==> src/hw/rtl/aes256_pkg.sv <==
package aes256_pkg;

  localparam int NUM_ROUNDS_DEF = 14;
  localparam int QUEUE_DEPTH = 2;

  typedef enum logic [1:0] {
    MODE_ECB_ENC = 2'd0,
    MODE_ECB_DEC = 2'd1,
    MODE_CTR     = 2'd2,
    MODE_CTR_ALT = 2'd3
  } mode_t;

  // configuration register indexes
  localparam logic [2:0] REG_KEY_0 = 3'd0;
  localparam logic [2:0] REG_KEY_1 = 3'd1;
  localparam logic [2:0] REG_KEY_2 = 3'd2;
  localparam logic [2:0] REG_KEY_3 = 3'd3;
  localparam logic [2:0] REG_IV_HI = 3'd4;
  localparam logic [2:0] REG_IV_LO = 3'd5;
  localparam logic [2:0] REG_MODE  = 3'd6;

  // classified job handed from front to back
  typedef struct packed {
    logic         decrypt;
    logic [127:0] block;
    logic [127:0] mask_data;
    logic [15:0]  keep;
    logic         ctr;
  } job_t;

  localparam logic [7:0] SBOX [256] = '{
    8'h63,8'h7c,8'h77,8'h7b,8'hf2,8'h6b,8'h6f,8'hc5,8'h30,8'h01,8'h67,8'h2b,8'hfe,8'hd7,8'hab,8'h76,
    8'hca,8'h82,8'hc9,8'h7d,8'hfa,8'h59,8'h47,8'hf0,8'had,8'hd4,8'ha2,8'haf,8'h9c,8'ha4,8'h72,8'hc0,
    8'hb7,8'hfd,8'h93,8'h26,8'h36,8'h3f,8'hf7,8'hcc,8'h34,8'ha5,8'he5,8'hf1,8'h71,8'hd8,8'h31,8'h15,
    8'h04,8'hc7,8'h23,8'hc3,8'h18,8'h96,8'h05,8'h9a,8'h07,8'h12,8'h80,8'he2,8'heb,8'h27,8'hb2,8'h75,
    8'h09,8'h83,8'h2c,8'h1a,8'h1b,8'h6e,8'h5a,8'ha0,8'h52,8'h3b,8'hd6,8'hb3,8'h29,8'he3,8'h2f,8'h84,
    8'h53,8'hd1,8'h00,8'hed,8'h20,8'hfc,8'hb1,8'h5b,8'h6a,8'hcb,8'hbe,8'h39,8'h4a,8'h4c,8'h58,8'hcf,
    8'hd0,8'hef,8'haa,8'hfb,8'h43,8'h4d,8'h33,8'h85,8'h45,8'hf9,8'h02,8'h7f,8'h50,8'h3c,8'h9f,8'ha8,
    8'h51,8'ha3,8'h40,8'h8f,8'h92,8'h9d,8'h38,8'hf5,8'hbc,8'hb6,8'hda,8'h21,8'h10,8'hff,8'hf3,8'hd2,
    8'hcd,8'h0c,8'h13,8'hec,8'h5f,8'h97,8'h44,8'h17,8'hc4,8'ha7,8'h7e,8'h3d,8'h64,8'h5d,8'h19,8'h73,
    8'h60,8'h81,8'h4f,8'hdc,8'h22,8'h2a,8'h90,8'h88,8'h46,8'hee,8'hb8,8'h14,8'hde,8'h5e,8'h0b,8'hdb,
    8'he0,8'h32,8'h3a,8'h0a,8'h49,8'h06,8'h24,8'h5c,8'hc2,8'hd3,8'hac,8'h62,8'h91,8'h95,8'he4,8'h79,
    8'he7,8'hc8,8'h37,8'h6d,8'h8d,8'hd5,8'h4e,8'ha9,8'h6c,8'h56,8'hf4,8'hea,8'h65,8'h7a,8'hae,8'h08,
    8'hba,8'h78,8'h25,8'h2e,8'h1c,8'ha6,8'hb4,8'hc6,8'he8,8'hdd,8'h74,8'h1f,8'h4b,8'hbd,8'h8b,8'h8a,
    8'h70,8'h3e,8'hb5,8'h66,8'h48,8'h03,8'hf6,8'h0e,8'h61,8'h35,8'h57,8'hb9,8'h86,8'hc1,8'h1d,8'h9e,
    8'he1,8'hf8,8'h98,8'h11,8'h69,8'hd9,8'h8e,8'h94,8'h9b,8'h1e,8'h87,8'he9,8'hce,8'h55,8'h28,8'hdf,
    8'h8c,8'ha1,8'h89,8'h0d,8'hbf,8'he6,8'h42,8'h68,8'h41,8'h99,8'h2d,8'h0f,8'hb0,8'h54,8'hbb,8'h16};

  function automatic logic [7:0] inv_sub_byte(input logic [7:0] v);
    logic [7:0] r;
    r = 8'h00;
    for (int i = 0; i < 256; i++) begin
      if (SBOX[i] == v) r = 8'(i);
    end
    return r;
  endfunction

  function automatic logic [7:0] xt(input logic [7:0] a);
    return {a[6:0], 1'b0} ^ (a[7] ? 8'h1b : 8'h00);
  endfunction

  function automatic logic [31:0] sub_word(input logic [31:0] w);
    return {SBOX[w[31:24]], SBOX[w[23:16]], SBOX[w[15:8]], SBOX[w[7:0]]};
  endfunction

endpackage

==> src/hw/rtl/aes256_keysched.sv <==
// Key expansion: one 32-bit word per cycle into a 64-bit round key memory.
module aes256_keysched #(
  parameter int NUM_ROUNDS = aes256_pkg::NUM_ROUNDS_DEF,
  localparam int RK_WORDS = 2 * (NUM_ROUNDS + 1),
  localparam int KW = 4 * (NUM_ROUNDS + 1),
  localparam int RA_W = $clog2(RK_WORDS),
  localparam int WI_W = $clog2(KW + 1)
) (
  input  logic            clk,
  input  logic            rst_n,
  input  logic            start,
  input  logic [255:0]    key,
  input  logic [RA_W-1:0] rd_addr,
  output logic [63:0]     rd_data,
  output logic            busy
);

  logic [63:0]     mem [RK_WORDS];
  logic [31:0]     win_r [8];
  logic [31:0]     win_nxt [8];
  logic [WI_W-1:0] idx_r, idx_nxt;
  logic            busy_r, busy_nxt;
  logic [31:0]     hold_r;
  logic [7:0]      rcon_r, rcon_nxt;
  logic [31:0]     t, w_new;
  logic            pend_r;

  // a pending restart already counts as busy
  assign busy = busy_r | pend_r | start;

  always_comb begin
    t = win_r[7];
    if (idx_r[2:0] == 3'd0) begin
      t = aes256_pkg::sub_word({win_r[7][23:0], win_r[7][31:24]}) ^ {rcon_r, 24'h0};
    end else if (idx_r[2:0] == 3'd4) begin
      t = aes256_pkg::sub_word(win_r[7]);
    end
    w_new = win_r[0] ^ t;
  end

  always_comb begin
    for (int i = 0; i < 8; i++) win_nxt[i] = win_r[i];
    idx_nxt  = idx_r;
    busy_nxt = busy_r;
    rcon_nxt = rcon_r;
    if (start || pend_r) begin
      for (int i = 0; i < 8; i++) win_nxt[i] = key[255-32*i -: 32];
      idx_nxt  = WI_W'(0);
      busy_nxt = 1'b1;
      rcon_nxt = 8'h01;
    end else if (busy_r) begin
      if (idx_r >= WI_W'(8)) begin
        for (int i = 0; i < 7; i++) win_nxt[i] = win_r[i+1];
        win_nxt[7] = w_new;
        if (idx_r[2:0] == 3'd0) rcon_nxt = aes256_pkg::xt(rcon_r);
      end
      idx_nxt = idx_r + WI_W'(1);
      if (idx_r == WI_W'(KW - 1)) busy_nxt = 1'b0;
    end
  end

  // words 0..7 come straight from the key, later ones from the recurrence
  always_ff @(posedge clk) begin
    if (!rst_n) begin
      busy_r <= 1'b0;
      pend_r <= 1'b1;
      idx_r  <= '0;
      rcon_r <= 8'h01;
    end else begin
      busy_r <= busy_nxt;
      pend_r <= 1'b0;
      idx_r  <= idx_nxt;
      rcon_r <= rcon_nxt;
    end
    for (int i = 0; i < 8; i++) win_r[i] <= win_nxt[i];
  end

  logic [31:0] cur_word;
  assign cur_word = (idx_r < WI_W'(8)) ? key[255-32*idx_r[2:0] -: 32] : w_new;

  always_ff @(posedge clk) begin
    if (busy_r && !start && !pend_r) begin
      if (idx_r[0]) mem[RA_W'(idx_r >> 1)] <= {hold_r, cur_word};
      else hold_r <= cur_word;
    end
    rd_data <= mem[rd_addr];
  end

endmodule

==> config.mk <==
export PLATFORM = sky130hd
export DESIGN_NAME = aes256_keysched
export DESIGN_NICKNAME = d
export VERILOG_FILES = /design/src/hw/rtl/aes256_pkg.sv /design/src/hw/rtl/aes256_keysched.sv
export SDC_FILE = /design/constraint.sdc
export NUM_CORES = 2
export LEC_CHECK = 0
export BUFFER_PORTS_ARGS = -buffer_cell sky130_fd_sc_hd__buf_2
export CAP_MARGIN = 5
export CORE_MARGIN = 3
export CORE_UTILIZATION = 45
export DETAILED_ROUTE_END_ITERATION = 7
export GPL_TIMING_DRIVEN = 0
export SLEW_MARGIN = 40
export SYNTH_ARGS = -nofsm -noshare
export SYNTH_HDL_FRONTEND = slang
export SYNTH_SLANG_ARGS = --single-unit
==> constraint.sdc <==
create_clock -name clk -period 11.2 [get_ports clk]
set_input_delay 1.12 -clock clk [delete_from_list [all_inputs] [get_ports clk]]
set_output_delay 1.12 -clock clk [all_outputs]
set_load 0.05 [all_outputs]
==> impl_metrics.tcl <==
set metrics [dict create \
    outcome "complete, no violations" \
    fin_nets 7653 \
    grt_usage_pct 34.07 \
    die_w_um 485.3 \
    synth_flop_cell "edfxtp_1" \
    clk_latency_ps 920 \
    routed_wl_um 405400 \
    ioPinCount 329 \
    min_period_ps 7149 \
    drtIter0Drc 9142 \
    top_usage_layer "met2" \
    n_fill_cell 18230 \
    max_freq_mhz 139.9 \
    core_area_mm2 0.2279 \
    firstDrtPassIters 7 \
    synth_cell_types 90 \
    wl_per_cell_um 38.42 \
    post-route-period-util_pct 63.83 \
    yosysTopAreaCellShare_pct 64.15 \
    synth-seq-cells 2288 \
    drcViolationCount 0 \
    synthArstFlopShare_pct 0 \
    clk_pin_slew_ps 60 \
    rsz0062_at_grt "false" \
    met3_usage_pct 6.288 \
    synth.most_common_cell "edfxtp_1" \
    area_delta_synth_final_pct 18.88 \
    clockRootBuffer "clkbuf_16" \
    tritoncts "yes" \
    io_buffers 323 \
    finalSetupViolations 0 \
    hold_slack_ps 476.4 \
    synth_area_mm2 0.1034 \
    reg2reg_depth 17 \
    synth_area_leaders "edfxtp_1, mux4_2, nand2_1" \
    end_kind "flip-flop" \
    worstHoldEndpoint "rcon_r[0]" \
    synthesis.nets 6811 \
    fp-row-count 175 \
    place_congestion 1.017 \
    initial_core_util_pct 45.35 \
    hp-class "primary input to flip-flop" \
    hold_violations 0 \
    regArea_mm2 0.06791 \
    grt_max_degree 41 \
    place_ws_ps 4311 \
    leakage_nw 41.53 \
    cp_max_fo 17 \
    required_ps 11800 \
    drv_slew 0 \
    ctsHoldBuffers 0 \
    drive_gt1_share_pct 29.76 \
    synth-edff-count 2208 \
    grt.overflow.total 0 \
    die_h_um 485.3 \
    clockBufferDepth 3 \
    yosysSeqAreaShare_pct 65.70 \
    yosys_warnings 0 \
    post_cts.repair.setup_buffers 0 \
    use_met1_pct 44.90 \
    reg2reg_slack_ps 4050 \
    htree_levels 4 \
    clock_skew_ps 107.9 \
    cts_num_sinks 2288 \
    setup_slack_ps 4051 \
    routed-via-count 68900 \
    setup_tns_ps 0 \
    antenna_found_initial 21 \
    dieArea_mm2 0.2355 \
    maxSlewHeadroom_pct 37.12 \
    grt_pass1_vias 68640 \
    critPathKind "flip-flop to flip-flop" \
    hp-start "rst_n" \
    p_total_mw 21.21 \
    viasPerCell 6.530 \
    critPathLaunchType "flip-flop" \
    multi_input_area_mm2 0.03383 \
    tightest_slew_ps 943.2 \
    cap_violations 0 \
    regToRegEndpoint "mem[23][10]" \
    timing.rr.start "win_r[1][96]" \
    synth_commonest_cells "edfxtp_1, nand2_1, mux4_2" \
    ant_nets 0 \
    place.detailed.hpwl_um 294800 \
    grt_pass1_wl_um 557700 \
    syn_avg_cell_area_um2 15.94 \
    cts.repair.resized 0 \
    ir_worst_vdd_uv 157.0 \
    min_path_cells 2 \
    arrival_ps 7750 \
    cts_made_buffers 229 \
    power_density_mw_per_mm2 172.6 \
    use_met2_pct 55.02 \
    synth_top_area_cell "edfxtp_1" \
    synthCells 6485 \
    crit_start "win_r[1][96]" \
]
## sequential cells by signal, indices dropped and copies added (netlist names)
signal,count
rcon_r,8
hold_r,32
win_r,256
idx_r,6
rd_data,64
mem,1920
pend_r,1
busy_r,1
## report_power, final
group	switching (mW)	internal, mW	leakage (nW)
Combinational	2.74	1.20	17.0
Clock	3.35	4.30	3.69
Sequential	0.0838	9.53	20.9
Total	6.18	15.0	41.5
## per-layer routing
| metal | vias to the layer above | part of all wire, % |
|---|---|---|
| li1 | 27610 | - |
| met2 | 4178 | 48 |
| met4 | 6 | 5.5 |
| met1 | 36200 | 38 |
| met5 | - | 0.012 |
| met3 | 902 | 8.8 |
## kinds of logic (layout without fill, tap and decap cells)
| logic type | count (synthesis) | after routing | synth area share (%) |
|---|---|---|---|
| AOI/OAI and AO/OA | 941 | 941 | 6.249 |
| muxes | 888 | 888 | 17.28 |
| and+or+nand+nor | 1678 | 1678 | 7.343 |
| other | 0 | 19 | 0 |
| adders and majority gates | 62 | 62 | 0.7505 |
| buffers and inverters | 581 | 1619 | 2.287 |
| DFF | 2288 | 2288 | 65.70 |
| xor gates and xnor gates | 47 | 47 | 0.3983 |
## critical path, cell delays in order (launching register included)
cell,delay [ps]
edfxtp_1,440
buf_2,290
buf_2,330
clkinv_1,750
ha_1,520
clkbuf_1,380
nand2_1,590
o21ai_1,420
mux4_2,600
o21ai_1,160
o21ai_0,150
a32oi_1,580
o22ai_1,430
nor4b_1,580
a211oi_4,50
buf_4,230
buf_6,180
buf_6,160
## layout make-up
type / count / area share, %
Buffer: 529 / 1.941
Antenna cell: 19 / 0.03869
Sequential cell: 2288 / 55.26
Inverter: 52 / 0.1588
Clock inverter: 126 / 1.136
Timing Repair Buffer: 611 / 5.814
Clock buffer: 301 / 5.056
Tap cell: 3009 / 3.064
Multi-Input combinational cell: 3616 / 27.53
## per-stage QoR
stage               cell area, um^2  util (%)  cells
floorplan                    103400         -   6485
global placement             108700     47.71   9817
detailed placement           115000     50.44  10090
CTS                          122600     53.78  10510
global route                 122900     53.90  10540
finish                       122900     53.91  10550
## worst max path at each step
stage	cells after the start	slack, ps	end
after global placement	4	-1040	win_r[1][97]
after floorplan	3	3280	win_r[0][0]
final	17	4050	mem[23][10]
after detailed placement	14	4310	mem[17][30]
after global routing	14	4070	mem[12][30]
after CTS	14	4300	mem[12][30]
## layout by cell type, fill, tap and decap left out, types with 62 or more instances in the layout
master	n
mux4_2	702
buf_8	122
nor2b_1	64
nand2_1	894
edfxtp_1	2208
mux2_2	148
buf_2	477
nand2b_1	90
nor2_1	175
ha_1	62
nor3_1	100
a21oi_1	131
o21ai_0	209
nand3_1	101
buf_16	111
clkbuf_1	271
clkbuf_2	120
clkbuf_16	230
dfxtp_1	80
Note: power is estimated with default switching activity, not from simulation.
