**src/hw/rtl/aes256_pkg.sv**
```systemverilog
package aes256_pkg;

  localparam int NUM_ROUNDS_DEF = 14;
  localparam int QUEUE_DEPTH = 2;

  typedef enum logic [1:0] {
    MODE_ECB_ENC = 2'd0,
    MODE_ECB_DEC = 2'd1,
    MODE_CTR     = 2'd2,
    MODE_CTR_ALT = 2'd3
  } mode_t;

  // configuration register indexes
  localparam logic [2:0] REG_KEY_0 = 3'd0;
  localparam logic [2:0] REG_KEY_1 = 3'd1;
  localparam logic [2:0] REG_KEY_2 = 3'd2;
  localparam logic [2:0] REG_KEY_3 = 3'd3;
  localparam logic [2:0] REG_IV_HI = 3'd4;
  localparam logic [2:0] REG_IV_LO = 3'd5;
  localparam logic [2:0] REG_MODE  = 3'd6;

  // classified job handed from front to back
  typedef struct packed {
    logic         decrypt;
    logic [127:0] block;
    logic [127:0] mask_data;
    logic [15:0]  keep;
    logic         ctr;
  } job_t;

  localparam logic [7:0] SBOX [256] = '{
    8'h63,8'h7c,8'h77,8'h7b,8'hf2,8'h6b,8'h6f,8'hc5,8'h30,8'h01,8'h67,8'h2b,8'hfe,8'hd7,8'hab,8'h76,
    8'hca,8'h82,8'hc9,8'h7d,8'hfa,8'h59,8'h47,8'hf0,8'had,8'hd4,8'ha2,8'haf,8'h9c,8'ha4,8'h72,8'hc0,
    8'hb7,8'hfd,8'h93,8'h26,8'h36,8'h3f,8'hf7,8'hcc,8'h34,8'ha5,8'he5,8'hf1,8'h71,8'hd8,8'h31,8'h15,
    8'h04,8'hc7,8'h23,8'hc3,8'h18,8'h96,8'h05,8'h9a,8'h07,8'h12,8'h80,8'he2,8'heb,8'h27,8'hb2,8'h75,
    8'h09,8'h83,8'h2c,8'h1a,8'h1b,8'h6e,8'h5a,8'ha0,8'h52,8'h3b,8'hd6,8'hb3,8'h29,8'he3,8'h2f,8'h84,
    8'h53,8'hd1,8'h00,8'hed,8'h20,8'hfc,8'hb1,8'h5b,8'h6a,8'hcb,8'hbe,8'h39,8'h4a,8'h4c,8'h58,8'hcf,
    8'hd0,8'hef,8'haa,8'hfb,8'h43,8'h4d,8'h33,8'h85,8'h45,8'hf9,8'h02,8'h7f,8'h50,8'h3c,8'h9f,8'ha8,
    8'h51,8'ha3,8'h40,8'h8f,8'h92,8'h9d,8'h38,8'hf5,8'hbc,8'hb6,8'hda,8'h21,8'h10,8'hff,8'hf3,8'hd2,
    8'hcd,8'h0c,8'h13,8'hec,8'h5f,8'h97,8'h44,8'h17,8'hc4,8'ha7,8'h7e,8'h3d,8'h64,8'h5d,8'h19,8'h73,
    8'h60,8'h81,8'h4f,8'hdc,8'h22,8'h2a,8'h90,8'h88,8'h46,8'hee,8'hb8,8'h14,8'hde,8'h5e,8'h0b,8'hdb,
    8'he0,8'h32,8'h3a,8'h0a,8'h49,8'h06,8'h24,8'h5c,8'hc2,8'hd3,8'hac,8'h62,8'h91,8'h95,8'he4,8'h79,
    8'he7,8'hc8,8'h37,8'h6d,8'h8d,8'hd5,8'h4e,8'ha9,8'h6c,8'h56,8'hf4,8'hea,8'h65,8'h7a,8'hae,8'h08,
    8'hba,8'h78,8'h25,8'h2e,8'h1c,8'ha6,8'hb4,8'hc6,8'he8,8'hdd,8'h74,8'h1f,8'h4b,8'hbd,8'h8b,8'h8a,
    8'h70,8'h3e,8'hb5,8'h66,8'h48,8'h03,8'hf6,8'h0e,8'h61,8'h35,8'h57,8'hb9,8'h86,8'hc1,8'h1d,8'h9e,
    8'he1,8'hf8,8'h98,8'h11,8'h69,8'hd9,8'h8e,8'h94,8'h9b,8'h1e,8'h87,8'he9,8'hce,8'h55,8'h28,8'hdf,
    8'h8c,8'ha1,8'h89,8'h0d,8'hbf,8'he6,8'h42,8'h68,8'h41,8'h99,8'h2d,8'h0f,8'hb0,8'h54,8'hbb,8'h16};

  function automatic logic [7:0] inv_sub_byte(input logic [7:0] v);
    logic [7:0] r;
    r = 8'h00;
    for (int i = 0; i < 256; i++) begin
      if (SBOX[i] == v) r = 8'(i);
    end
    return r;
  endfunction

  function automatic logic [7:0] xt(input logic [7:0] a);
    return {a[6:0], 1'b0} ^ (a[7] ? 8'h1b : 8'h00);
  endfunction

  function automatic logic [31:0] sub_word(input logic [31:0] w);
    return {SBOX[w[31:24]], SBOX[w[23:16]], SBOX[w[15:8]], SBOX[w[7:0]]};
  endfunction

endpackage

```
**src/hw/rtl/aes256_front.sv**
```systemverilog
// Front end: counter handling, job classification, and the job queue.
module aes256_front (
  input  logic               clk,
  input  logic               rst_n,
  input  logic               in_valid,
  output logic               in_stall,
  input  logic [63:0]        in_data_hi,
  input  logic [63:0]        in_data_lo,
  input  logic [4:0]         in_byte_count,
  input  logic               in_message_start,
  input  logic [1:0]         mode,
  input  logic [127:0]       iv,
  output logic               job_valid,
  input  logic               job_take,
  output aes256_pkg::job_t   job
);

  localparam int QD = aes256_pkg::QUEUE_DEPTH;
  localparam int QA = $clog2(QD);

  aes256_pkg::job_t q_r [QD];
  logic [QA-1:0]    wp_r, rp_r;
  logic [QA:0]      cnt_r;
  logic [127:0]     ctr_r, ctr_nxt, ctr_use;
  aes256_pkg::job_t nj;
  logic             acc;
  logic [4:0]       n;

  assign in_stall  = (cnt_r == (QA+1)'(QD));
  assign acc       = in_valid && !in_stall;
  assign job_valid = (cnt_r != '0);
  assign job       = q_r[rp_r];

  // classify the incoming item
  always_comb begin
    n = (in_byte_count > 5'd16) ? 5'd16 : in_byte_count;
    ctr_use = (in_message_start) ? iv : ctr_r;
    nj.ctr = mode[1];
    nj.decrypt = (aes256_pkg::mode_t'(mode) == aes256_pkg::MODE_ECB_DEC);
    nj.mask_data = {in_data_hi, in_data_lo};
    nj.block = mode[1] ? ctr_use : {in_data_hi, in_data_lo};
    for (int i = 0; i < 16; i++) nj.keep[15-i] = !mode[1] || (5'(i) < n);
    ctr_nxt = ctr_r;
    if (mode[1]) ctr_nxt = ctr_use + 128'd1;
  end

  always_ff @(posedge clk) begin
    if (!rst_n) begin
      wp_r  <= '0;
      rp_r  <= '0;
      cnt_r <= '0;
      ctr_r <= '0;
    end else begin
      if (acc) begin
        wp_r  <= QA'(wp_r + QA'(1));
        ctr_r <= ctr_nxt;
      end
      if (job_take) rp_r <= QA'(rp_r + QA'(1));
      cnt_r <= cnt_r + (QA+1)'(acc) - (QA+1)'(job_take);
    end
    if (acc) q_r[wp_r] <= nj;
  end

endmodule

```
**config.mk**
```make
export PLATFORM = sky130hd
export DESIGN_NAME = aes256_front
export DESIGN_NICKNAME = d
export VERILOG_FILES = /design/src/hw/rtl/aes256_pkg.sv /design/src/hw/rtl/aes256_front.sv
export SDC_FILE = /design/constraint.sdc
export NUM_CORES = 1
export LEC_CHECK = 0
export ABC_AREA = 1
export BUFFER_PORTS_ARGS = -buffer_cell sky130_fd_sc_hd__clkbuf_2
export CAP_MARGIN = 25
export CORE_MARGIN = 3
export CORE_UTILIZATION = 50
export DETAILED_ROUTE_END_ITERATION = 16
export HOLD_SLACK_MARGIN = 0.05
export PLACE_DENSITY = 0.72
export SETUP_SLACK_MARGIN = 0.3
export SLEW_MARGIN = 0
export SYNTH_ARGS = -nofsm -noshare
export SYNTH_HDL_FRONTEND = slang
export SYNTH_SLANG_ARGS = --single-unit
export TNS_END_PERCENT = 10
```
**constraint.sdc**
```tcl
create_clock -name clk -period 27.3 [get_ports clk]
set_input_delay 2.73 -clock clk [delete_from_list [all_inputs] [get_ports clk]]
set_output_delay 2.73 -clock clk [all_outputs]
set_load 0.01 [all_outputs]
```
==> summary.md <==
| Metric | Value |
|---|---|
| Synth warn | `0` |
| Register area | `19100 sq um` |
| LEAKAGE | `roughly 16 nW` |
| Syn Std Cell Area | `33700 sq um` |
| Top-count cell post-synth | `nand2_1` |
| Run status | `finished clean` |
| Asr flop ratio synth | `0%` |
| Fraction of the mapped netlist area in simple logic gates | `19.3%` |
| Post-synth top flop | `edfxtp_1` |
| Clk_skew | `roughly 0.031 ns` |
| Worst path required time | `27.81 ns` |
| Sequential Power Share | `a little under half` |
| Initial antenna violation count | `12` |
| Final instance area | `between 30000 and 40000 sq um` |
| Multiplexer share of the synthesized area | `a little under a tenth` |
| Clk root buf | `clkbuf_16` |
| Busiest grt layer | `met2` |
| WHS Path Cells | `2` |
| Internal power | `approximately 1.9 mW` |
| Max Buffers Root-to-Sink | `3` |
| Starting Density | `about half` |
| Clk Latency, worst-skew pair | `roughly 0.64 ns` |
| # port buffers | `543` |
| Reg2reg start | `cnt_r[1]` |
| Distinct cells, synth | `between 40 and 50` |
| Cells on worst reg2reg path | `10` |
| Ports | `about 540` |
| Setup TNS | `0 ns` |
| Largest family of logic cells by synthesized area | `simple AND/OR/NAND/NOR gates` |
| Synth top area share | `48.9%` |
| Post-synthesis compound-gate area fraction | `under 10%` |
| Syn_nets | `around 3800` |
| Dpl cell area | `36900 sq um` |
| Final Hold Fails | `0` |
| Final #Nets | `around 4300` |
| P_sw | `~0.74 mW` |
| Vias/cell | `5.44` |
| Final setup viols | `0` |
| Clock power frac | `a little over a third` |
| Final WL | `about 110000 um` |
| Post-route DRC | `0` |
| Number of enable flip-flop cells after synthesis | `~550` |
| Max-slew violations | `0` |
| Pwr Density | `approximately 68 nW/um^2` |
| Post-CTS Setup Repair Bufs | `0` |
| Grt met3 use | `7.38%` |
| Period minus WS final | `about 6.0 ns` |
| Critical Path AT | `roughly 6.5 ns` |
| Max FO, Critical Path | `between 90 and 100` |
| Total core area | `66200 sq um` |
| DRT antenna net count | `0` |
| Area grow syn2layout | `16.7%` |
| Synth top area cells | `edfxtp_1, nand2_1, mux2_2` |
| GRT met2 Usage | `~50%` |
| Drt pass-1 iters | `6` |
| Reg clk slew, reported paths | `around 0.060 ns` |
| Synth Area in XOR/XNOR | `about 1.0%` |
| Grt ovf | `0` |
| Synth cell count leaders | `nand2_1, edfxtp_1, inv_1` |
| Post-synthesis sequential area ratio | `56.8%` |
| First-pass GRT wire length | `~160000 um` |
| Hold_buf cts | `0` |
| Grt met1 use | `40.7%` |
| Synthesized area per cell | `between 9 and 10 sq um` |
| Reg-to-reg slack, setup | `~24 ns` |
| Crit. End Element | `flip-flop` |
| GPL Wtd Cong | `~1.1` |
| Rows | `94` |
| Hold Crit Class | `flip-flop to flip-flop` |
| Cell count after synthesis | `3566` |
| Worst-Margin Slew | `1.11 ns` |
| Adder-Cell Fraction of Synth Area | `less than 1%` |
| Fin util | `between 50% and 60%` |
| Number of gates resized after CTS | `0` |
| Max frequency | `0.166 GHz` |
| CTS tree | `yes` |
| Startpoint Class | `primary input` |
| Share of cells above drive strength 1 | `between 20% and 30%` |
| Setup CP Type | `primary input to flip-flop` |
| Routed WL per cell | `about 22 um` |
| Sw Share | `between 20% and 30%` |
| # fillers | `approximately 5800` |
| Die Height | `~270 um` |
| Slew headroom | `26.1%` |
| MaxCap Viol Count | `0` |
| Sink Count | `~700` |
| Tot GR Track Use | `between 30% and 40%` |
| Synth area leader | `edfxtp_1` |
| CTS buffer count | `73` |
| Hold_sp | `ctr_r[0]` |
| RSZ-0062 raised after global routing | `false` |
| Vias in the first global route | `25900` |
| Die Wd | `approximately 270 um` |
| Initial DRC Count | `roughly 2900` |
| Tcrit/Tclk final | `between 20% and 30%` |
| Multi-input logic area | `between 10000 and 15000 sq um` |
| Final HPWL DP | `84300 um` |
| Comb pwr share | `~17%` |
| Vias | `27200` |
| Max H-tree Level | `3` |
| Yosys reg bits | `approximately 700` |
| FF-to-FF End | `ctr_r[49]` |
| Die Footprint | `around 70000 sq um` |
| Peak VDD IR | `roughly 0.06 mV` |
| Largest net degree at the start of global routing | `150` |
| WHS Endpoint | `ctr_r[0]` |
worst max-delay path, stage by stage:
cell and delay [ns]:
buf_6 0.52, buf_4 0.74, nand2_1 0.17, nand2_1 0.18
nand2_1 0.11, nor2_1 0.31, nand2_1 0.18, nor2_1 0.37
nand2_1 0.17, nor2_1 0.47, o211ai_1 0.23, nand2_1 0.11
inv_1 0.04
routing by layer:
metal | wire length, um | vias up | part of all wire [%]
li1 | - | 12900 | -
met2 | 52000 | 1204 | 46
met1 | 46000 | 12900 | 41
met4 | 3980 | 10 | 3.5
met5 | 64 | - | 0.057
met3 | 10100 | 193 | 9.0
state kept, by name (all words and copies together) (netlist names), named ones only:
register,cells
wp_r,1
q_r,548
ctr_r,128
cnt_r,2
rp_r,1
power by group through the flow:
stage	sequential [mW]	combinational, mW	clock (mW)
2_1_floorplan	1.32	0.273	0
3_3_place_gp	1.29	0.437	0
3_5_place_dp	1.29	0.441	0
4_1_cts	1.27	0.443	0.987
5_1_grt	1.28	0.480	1.03
6_report	1.27	0.442	0.971
worst max-delay path by stage:
| stage | startpoint | end | depth (start not counted) |
|---|---|---|---|
| after global routing | in_message_start | ctr_r[59] | 15 |
| final | in_message_start | ctr_r[59] | 13 |
| after detailed placement | in_message_start | ctr_r[59] | 15 |
| after global placement | in_message_start | ctr_r[59] | 15 |
| after CTS | in_message_start | ctr_r[59] | 15 |
| after floorplan | in_valid | q_r[0][0] | 2 |
metrics by stage:
| stage | worst slack [ns] | std cells | power [mW] | hold slack, ns |
|---|---|---|---|---|
| final | 21.28 | 4997 | 2.68 | 0.467 |
| after global placement | 20.77 | 4856 | 1.72 | 0.450 |
| after global routing | 21.16 | 4995 | 2.79 | 0.492 |
| after detailed placement | 20.80 | 4856 | 1.73 | 0.457 |
| after floorplan | 12.17 | 3566 | 1.59 | 0.437 |
| after CTS | 21.42 | 4991 | 2.70 | 0.467 |
cell families after synthesis:
| kind of cell | count (synthesis) |
|---|---|
| and+or+nand+nor | 1609 |
| buffers and inverters | 508 |
| adders and majority gates | 3 |
| DFF | 681 |
| xor gates and xnor gates | 40 |
| muxes | 275 |
| AOI/OAI and AO/OA | 450 |
cell usage in the layout, fill, tap and decap left out, drive strengths merged, types with 10 or more instances in the layout:
cell	n
nand3	129
inv	378
buf	21
clkbuf	631
dfxtp	133
a21oi	105
clkinv	30
o21ai	308
xor2	39
nand2	1033
nor2	416
edfxtp	548
a31oi	10
mux2	274
nand4	15
area by class of cell:
class / count / share of cell area, %
clock inverter: 46 / 1.11
inverter: 371 / 3.57
antenna: 6 / 0.0382
tap: 864 / 2.75
sequential: 681 / 48.7
timing repair buffer: 563 / 7.35
clock buffer: 89 / 4.85
multi-input combinational: 2377 / 31.7
No activity file was read; power rests on OpenSTA's default activity.
